## src/rtl/core/itf_bmd_pkg.sv

```systemverilog
`default_nettype none

package itf_bmd_pkg;

   localparam int         RUNS_PER_PAIR    = 10;
   localparam logic [4:0] MODULES_PER_PAIR = 5'd18;
   localparam logic [2:0] HEADER_LEN       = 3'd4;
   localparam logic [3:0] START_PATTERN    = 4'b1010;
   localparam logic [2:0] WIDE_RUN         = 3'd3;
   localparam logic [2:0] LONG_RUN         = 3'd4;
   localparam logic [6:0] MAX_PAIRS_RESET  = 7'd32;

   typedef enum logic [2:0] {
      PH_HEADER = 3'b001,
      PH_PAIRS  = 3'b010,
      PH_DONE   = 3'b100
   } phase_type;

   typedef enum logic [1:0] {
      KIND_PAIR  = 2'd0,
      KIND_END   = 2'd1,
      KIND_ERROR = 2'd2
   } kind_type;

   typedef struct packed {
      logic module_bit;
      logic start_symbol;
   } item_type;

   typedef struct packed {
      kind_type   result_kind;
      logic [3:0] first_digit;
      logic [3:0] second_digit;
      logic [7:0] digit_count;
      logic       last;
   } result_type;

   typedef struct packed {
      logic       emit;
      result_type result;
   } core_out_type;

   typedef struct packed {
      logic       hit;
      logic [3:0] digit;
   } digit_type;

   function automatic digit_type match_symbol(input logic [4:0] code);
      digit_type d;
      d.hit   = 1'b1;
      d.digit = 4'd0;
      unique case (code)
         5'b00110: d.digit = 4'd0;
         5'b10001: d.digit = 4'd1;
         5'b01001: d.digit = 4'd2;
         5'b11000: d.digit = 4'd3;
         5'b00101: d.digit = 4'd4;
         5'b10100: d.digit = 4'd5;
         5'b01100: d.digit = 4'd6;
         5'b00011: d.digit = 4'd7;
         5'b10010: d.digit = 4'd8;
         5'b01010: d.digit = 4'd9;
         default:  d.hit   = 1'b0;
      endcase
      return d;
   endfunction

endpackage

`default_nettype wire

```

## src/rtl/core/itf_bmd_core.sv

```systemverilog
`default_nettype none

module itf_bmd_core
   import itf_bmd_pkg::*;
(
   input  wire logic         clock,
   input  wire logic         reset,
   input  wire logic         csr_wr_en,
   input  wire logic [6:0]   csr_wr_data,
   input  wire logic         step,
   input  wire item_type     item,
   output core_out_type      core_out
);

   logic [6:0] max_pairs_ff;
   phase_type  phase_ff, phase_in, phase_eff;
   logic [3:0] hdr_bits_ff, hdr_bits_in, hdr_bits_eff;
   logic [2:0] hdr_cnt_ff, hdr_cnt_in, hdr_cnt_eff;
   logic [4:0] bip_ff, bip_in, bip_eff;
   logic       prev_ff, prev_in, prev_eff;
   logic [6:0] pairs_ff, pairs_in, pairs_eff, pairs_inc;
   logic [2:0] runs_ff  [RUNS_PER_PAIR];
   logic [2:0] runs_in  [RUNS_PER_PAIR];
   logic [2:0] runs_eff [RUNS_PER_PAIR];
   logic [2:0] runs_sh  [RUNS_PER_PAIR];
   logic       shift;
   logic [4:0] bars, spaces;
   digit_type  bar_dig, space_dig;

   always_comb begin
      phase_eff    = item.start_symbol ? PH_HEADER : phase_ff;
      hdr_bits_eff = item.start_symbol ? 4'd0 : hdr_bits_ff;
      hdr_cnt_eff  = item.start_symbol ? 3'd0 : hdr_cnt_ff;
      bip_eff      = item.start_symbol ? 5'd0 : bip_ff;
      prev_eff     = item.start_symbol ? 1'b0 : prev_ff;
      pairs_eff    = item.start_symbol ? 7'd0 : pairs_ff;
      for (int i = 0; i < RUNS_PER_PAIR; i++) begin
         runs_eff[i] = item.start_symbol ? 3'd0 : runs_ff[i];
      end

      // run-length update
      shift = item.module_bit != prev_eff;
      for (int i = RUNS_PER_PAIR - 1; i > 0; i--) begin
         runs_sh[i] = shift ? runs_eff[i-1] : runs_eff[i];
      end
      runs_sh[0] = shift ? 3'd0 : runs_eff[0];
      if (runs_sh[0] < LONG_RUN) begin
         runs_sh[0] = runs_sh[0] + 3'd1;
      end
      for (int k = 0; k < 5; k++) begin
         bars[k]   = runs_sh[2*k+1] == WIDE_RUN;
         spaces[k] = runs_sh[2*k] == WIDE_RUN;
      end
      bar_dig   = match_symbol(bars);
      space_dig = match_symbol(spaces);
      pairs_inc = pairs_eff + 7'd1;

      phase_in    = phase_eff;
      hdr_bits_in = {hdr_bits_eff[2:0], item.module_bit};
      hdr_cnt_in  = hdr_cnt_eff;
      bip_in      = bip_eff;
      prev_in     = prev_eff;
      pairs_in    = pairs_eff;
      runs_in     = runs_eff;

      core_out.emit                = 1'b0;
      core_out.result.result_kind  = KIND_END;
      core_out.result.first_digit  = 4'd0;
      core_out.result.second_digit = 4'd0;
      core_out.result.digit_count  = {pairs_eff, 1'b0};
      core_out.result.last         = 1'b1;

      unique case (phase_eff)
         PH_HEADER: begin
            hdr_cnt_in = hdr_cnt_eff + 3'd1;
            if (hdr_cnt_in == HEADER_LEN) begin
               if (hdr_bits_in != START_PATTERN) begin
                  phase_in                    = PH_DONE;
                  core_out.emit               = 1'b1;
                  core_out.result.result_kind = KIND_ERROR;
               end else begin
                  phase_in = PH_PAIRS;
                  bip_in   = 5'd0;
                  prev_in  = 1'b0;
                  for (int i = 0; i < RUNS_PER_PAIR; i++) begin
                     runs_in[i] = 3'd0;
                  end
                  if (pairs_eff >= max_pairs_ff) begin
                     phase_in      = PH_DONE;
                     core_out.emit = 1'b1;
                  end
               end
            end
         end
         PH_PAIRS: begin
            runs_in = runs_sh;
            prev_in = item.module_bit;
            bip_in  = bip_eff + 5'd1;
            if (runs_sh[0] == LONG_RUN) begin
               phase_in      = PH_DONE;
               core_out.emit = 1'b1;
            end else if (bip_in == MODULES_PER_PAIR) begin
               core_out.emit = 1'b1;
               if (!bar_dig.hit || !space_dig.hit) begin
                  phase_in                    = PH_DONE;
                  core_out.result.result_kind = KIND_ERROR;
               end else begin
                  pairs_in                     = pairs_inc;
                  core_out.result.result_kind  = KIND_PAIR;
                  core_out.result.first_digit  = bar_dig.digit;
                  core_out.result.second_digit = space_dig.digit;
                  core_out.result.digit_count  = {pairs_inc, 1'b0};
                  core_out.result.last         = pairs_inc >= max_pairs_ff;
                  if (pairs_inc >= max_pairs_ff) begin
                     phase_in = PH_DONE;
                  end
                  bip_in  = 5'd0;
                  prev_in = 1'b0;
                  for (int i = 0; i < RUNS_PER_PAIR; i++) begin
                     runs_in[i] = 3'd0;
                  end
               end
            end
         end
         PH_DONE: begin
         end
         default: begin
         end
      endcase
   end

   always_ff @(posedge clock) begin
      if (reset) begin
         max_pairs_ff <= MAX_PAIRS_RESET;
      end else if (csr_wr_en) begin
         max_pairs_ff <= csr_wr_data;
      end
   end

   always_ff @(posedge clock) begin
      if (reset) begin
         phase_ff    <= PH_HEADER;
         hdr_bits_ff <= 4'd0;
         hdr_cnt_ff  <= 3'd0;
         bip_ff      <= 5'd0;
         prev_ff     <= 1'b0;
         pairs_ff    <= 7'd0;
         for (int i = 0; i < RUNS_PER_PAIR; i++) begin
            runs_ff[i] <= 3'd0;
         end
      end else if (step) begin
         phase_ff    <= phase_in;
         hdr_bits_ff <= hdr_bits_in;
         hdr_cnt_ff  <= hdr_cnt_in;
         bip_ff      <= bip_in;
         prev_ff     <= prev_in;
         pairs_ff    <= pairs_in;
         runs_ff     <= runs_in;
      end
   end

endmodule

`default_nettype wire

```

## src/rtl/core/itf_barcode_module_decoder.sv

```systemverilog
// An accepted req word is held in the input register; its rsp word in the result register.
// One module bit per cycle unless rsp stalls; the run-length step is a single pass between them.
// A module bit that ends no pair or message gives no rsp word.
// Reset (synchronous, active high) empties both registers, puts the decoder in the start
// pattern phase with all counts cleared, and sets max_pairs to 32.
`default_nettype none

module itf_barcode_module_decoder
   import itf_bmd_pkg::*;
(
   input  wire logic        clock,
   input  wire logic        reset,
   input  wire logic        csr_wr_en,
   input  wire logic [6:0]  csr_wr_data,
   input  wire logic        req_tvalid,
   output logic             req_tready,
   input  wire logic [7:0]  req_tdata,   // [0] module_bit, [7:1] zero
   input  wire logic        req_tuser,   // [0] start_symbol
   output logic             rsp_tvalid,
   input  wire logic        rsp_tready,
   output logic [15:0]      rsp_tdata,   // [3:0] first_digit, [7:4] second_digit,
                                          // [15:8] digit_count
   output logic [1:0]       rsp_tuser,   // [1:0] result_kind
   output logic             rsp_tlast    // last
);

   logic         in_vld_ff, in_vld_in;
   item_type     item_ff;
   logic         advance;
   core_out_type core_out;
   logic         out_vld_ff, out_vld_in;
   result_type   out_ff;

   assign advance    = in_vld_ff && (!out_vld_ff || rsp_tready);
   assign req_tready = !in_vld_ff || advance;
   assign in_vld_in  = (req_tvalid && req_tready) || (in_vld_ff && !advance);
   assign out_vld_in = (advance && core_out.emit) || (out_vld_ff && !rsp_tready);

   always_ff @(posedge clock) begin
      if (reset) begin
         in_vld_ff  <= 1'b0;
         out_vld_ff <= 1'b0;
      end else begin
         in_vld_ff  <= in_vld_in;
         out_vld_ff <= out_vld_in;
      end
   end

   always_ff @(posedge clock) begin
      if (req_tvalid && req_tready) begin
         item_ff.module_bit   <= req_tdata[0];
         item_ff.start_symbol <= req_tuser;
      end
      if (advance && core_out.emit) begin
         out_ff <= core_out.result;
      end
   end

   itf_bmd_core u_core (
      .clock       (clock),
      .reset       (reset),
      .csr_wr_en   (csr_wr_en),
      .csr_wr_data (csr_wr_data),
      .step        (advance),
      .item        (item_ff),
      .core_out    (core_out)
   );

   assign rsp_tvalid = out_vld_ff;
   assign rsp_tdata  = {out_ff.digit_count, out_ff.second_digit, out_ff.first_digit};
   assign rsp_tuser  = out_ff.result_kind;
   assign rsp_tlast  = out_ff.last;

endmodule

`default_nettype wire

```

## config.mk

```make
export PLATFORM = sky130hd
export DESIGN_NAME = itf_barcode_module_decoder
export DESIGN_NICKNAME = d
export VERILOG_FILES = /design/src/rtl/core/itf_bmd_pkg.sv /design/src/rtl/core/itf_bmd_core.sv /design/src/rtl/core/itf_barcode_module_decoder.sv
export SDC_FILE = /design/constraint.sdc
export NUM_CORES = 1
export LEC_CHECK = 0
export ABC_AREA = 1
export BUFFER_PORTS_ARGS = -buffer_cell sky130_fd_sc_hd__buf_2
export CAP_MARGIN = 40
export CORE_UTILIZATION = 25
export DETAILED_ROUTE_END_ITERATION = 10
export SLEW_MARGIN = 30
export SYNTH_ARGS = -nofsm -noshare
export SYNTH_HDL_FRONTEND = slang
export SYNTH_SLANG_ARGS = --single-unit
```

## constraint.sdc

```tcl
create_clock -name clock -period 3 [get_ports clock]
set_input_delay 0.45 -clock clock [delete_from_list [all_inputs] [get_ports clock]]
set_output_delay 0.45 -clock clock [all_outputs]
set_load 0.02 [all_outputs]
```

==> run metrics <==
Setup crit end kind=register; Worst slew margin=63.8%; startpoint types=register; pin count of the biggest net entering global routing=48; worst hold path type=input pin to register; final WL=14,100 um; area post-placement=about 5800 um^2; status=complete, no violations; top-count cell post-synth=nand2_1; Worst Tran Pin Value=0.543 ns; Reg clk slew, reported paths=~0.060 ns; vias in the first global route=4,558; final setup vio count=0; Tot GR Track Use=12.8%; Buffers on Ports=33; FF+latch count, synth=81; die area=21,500 um^2; Yosys cell types=39; largest cells by area after synthesis=dfxtp_1, nand2_1, edfxtp_1, a21oi_1, inv_1; Pins Over Slew Limit=0; Post-route DRC=0; global-route wire length before repair=22,300 um; critical setup path kind=register to register; Post-Layout Inst Area=6580 um^2; Layout Utilization=32.3%; Seq/Total Area, Yosys=34.8%; P_leak=0.00305 uW; cell row count=52; top cells by count, synth=nand2_1, inv_1, a21oi_1, nor2_1, dfxtp_1; PnR Total Power=2770 uW; Synth async-reset ratio=0%; CTS tree=done; antenna violations before repair=0; Die H=147 um; # diodes=0; number of max-cap violations=0; Final Skew=around 0.0096 ns; drt pass-1 iters=5; Routed WL per cell=between 10 and 15 um; Pwr Density=420 nW/um^2; Peak VDD IR=0.000194 V; Die X=147 um; vias=5,068; Iter 0 DRT Violations=292; cts bufs inserted=9; area leader, netlist=dfxtp_1; Gate Count Post-Synth=793; Core Box Area=20,400 um^2; Post-synth EDFFs=20; crit-path max FO=8; GR Overflow Total=0; number of top-level pins=42; FMAX=334 MHz; ratio of cells with drive above 1 in the final layout=21.4%; Mapped Area=5240 um^2; H-tree Lvls=3; routability cong.=just over 0.8; Initial Utilization=25.7%; number of hold violations in the final report=0; fin crit period=2.99 ns; RSZ-0062 raised after global routing=yes; Top FF cell, synth=dfxtp_1; Worst-Skew Late Latency=0.35 ns; Worst Path Arrival=3.27 ns; Post-Syn Nets=around 830; period utilization=99.8%; # nets final=a little under 900; fin cells=between 1,000 and 1,500; CP required=around 3.3 ns; CTS Sinks=81; Avg Inst Size Synth=6.60 um^2; area added between synthesis and finish=25.8%; hpwl dp=9160 um; Clock Root Buffer=clkbuf_16; top-area cell type share of the netlist area=23.3%; vias per cell=4.54; Synth warnings=0; Routed Antenna Nets=0; clock tree buffer depth=2; placed insts=1,087
-- final cells by class --
cell class	instances	area (um^2)
Fill cell	2199	13800
Multi-Input combinational cell	558	3070
Sequential cell	81	1820
Timing Repair Buffer	74	604
Inverter	117	444
Tap cell	270	338
Clock buffer	13	293
Clock inverter	3	17.5
-- routing by layer --
metal  track usage, %  vias to the layer above  part of all wire, %
met2             19.9                      107                   45
met4             5.10                        0                  1.8
met3             1.52                       16                  4.7
li1                 -                     2658                    -
met1             17.9                     2287                   49
met5                0                        -                    0
-- worst paths after layout --
check | from | end | slack (ns) | cells past startpoint
max | item_ff[0]$_DFFE_PP_ | u_core.bip_ff[1]$_SDFFE_PP0P_ | 0.007 | 21
min | req_tuser | item_ff[0]$_DFFE_PP_ | 0.29 | 1
max reg2reg | item_ff[0]$_DFFE_PP_ | u_core.bip_ff[1]$_SDFFE_PP0P_ | 0.007 | 21
min reg2reg | u_core.hdr_cnt_ff[0]$_SDFFE_PP0P_ | u_core.hdr_cnt_ff[0]$_SDFFE_PP0P_ | 0.47 | 2
-- through the flow --
step	hold slack [ns]	setup TNS (ns)	worst slack (ns)
2_1_floorplan	0.445	0	0.0783
3_3_place_gp	0.455	0	0.0990
3_5_place_dp	0.456	0	0.0192
4_1_cts	0.288	0	0.00808
5_1_grt	0.291	-5.39	-0.149
6_report	0.293	0	0.00684
-- repair_timing --
item	CTS	global route
setup endpoints to repair	0	75
hold buffers	0	0
buffers inserted	0	10
gates resized for setup	0	88
-- sequential cells by signal, summed over array words and instances (netlist names) --
signal,flops
in_vld_ff,1
item_ff,2
rsp_tdata,15
rsp_tlast,1
rsp_tuser,2
rsp_tvalid,1
u_core.bip_ff,5
u_core.hdr_bits_ff,3
u_core.hdr_cnt_ff,3
u_core.max_pairs_ff,7
u_core.pairs_ff,7
u_core.phase_ff,3
u_core.prev_ff,1
u_core.runs_ff,30
-- placed cells by master (no fill, tap or decap), types with 3 or more instances in the layout --
master / instances
nand2_1: 193
inv_1: 107
a21oi_1: 71
dfxtp_1: 61
o21ai_0: 56
nor2_1: 54
nand3_1: 45
buf_2: 33
buf_4: 28
a21oi_2: 21
edfxtp_1: 20
ha_1: 19
nor2_2: 16
nand2_2: 14
clkbuf_16: 13
nand3_2: 9
inv_2: 8
xor2_1: 7
a31oi_1: 7
nand2_4: 7
buf_12: 5
nand4_1: 4
o21ai_1: 4
inv_4: 4
o211ai_1: 4
nand3_4: 3
nor2_4: 3
buf_6: 3
buf_8: 3
-- cell families after synthesis --
family	after synthesis	synth area share (%)
other cells	1	0.0716
xor+xnor	8	1.34
flops	81	34.8
fa+ha+maj	20	4.78
compound gates	173	17.7
buf+inv	154	12.2
simple gates	356	29.2
-- where the power goes --
part	internal, uW	switching, uW
Sequential	1170	24.8
Combinational	149	283
Clock	685	460
-- worst max-delay path, stage by stage (launching register included) --
cell and delay, ns:
edfxtp_1 0.43, inv_2 0.16, nand2_4 0.09, nand2_4 0.11, nand2_8 0.08, nand2_4 0.07, inv_2 0.04, ha_4 0.26
nand4_1 0.20, nand2_2 0.18, nor2_1 0.05, nand2_1 0.08, nand2_2 0.08, nor2_2 0.16, nand3_4 0.12, nand2_2 0.11
inv_4 0.05, o21ai_4 0.16, buf_12 0.15, clkbuf_16 0.16, nand2_1 0.07, a21oi_2 0.11
No activity file was read; power rests on OpenSTA's default activity.
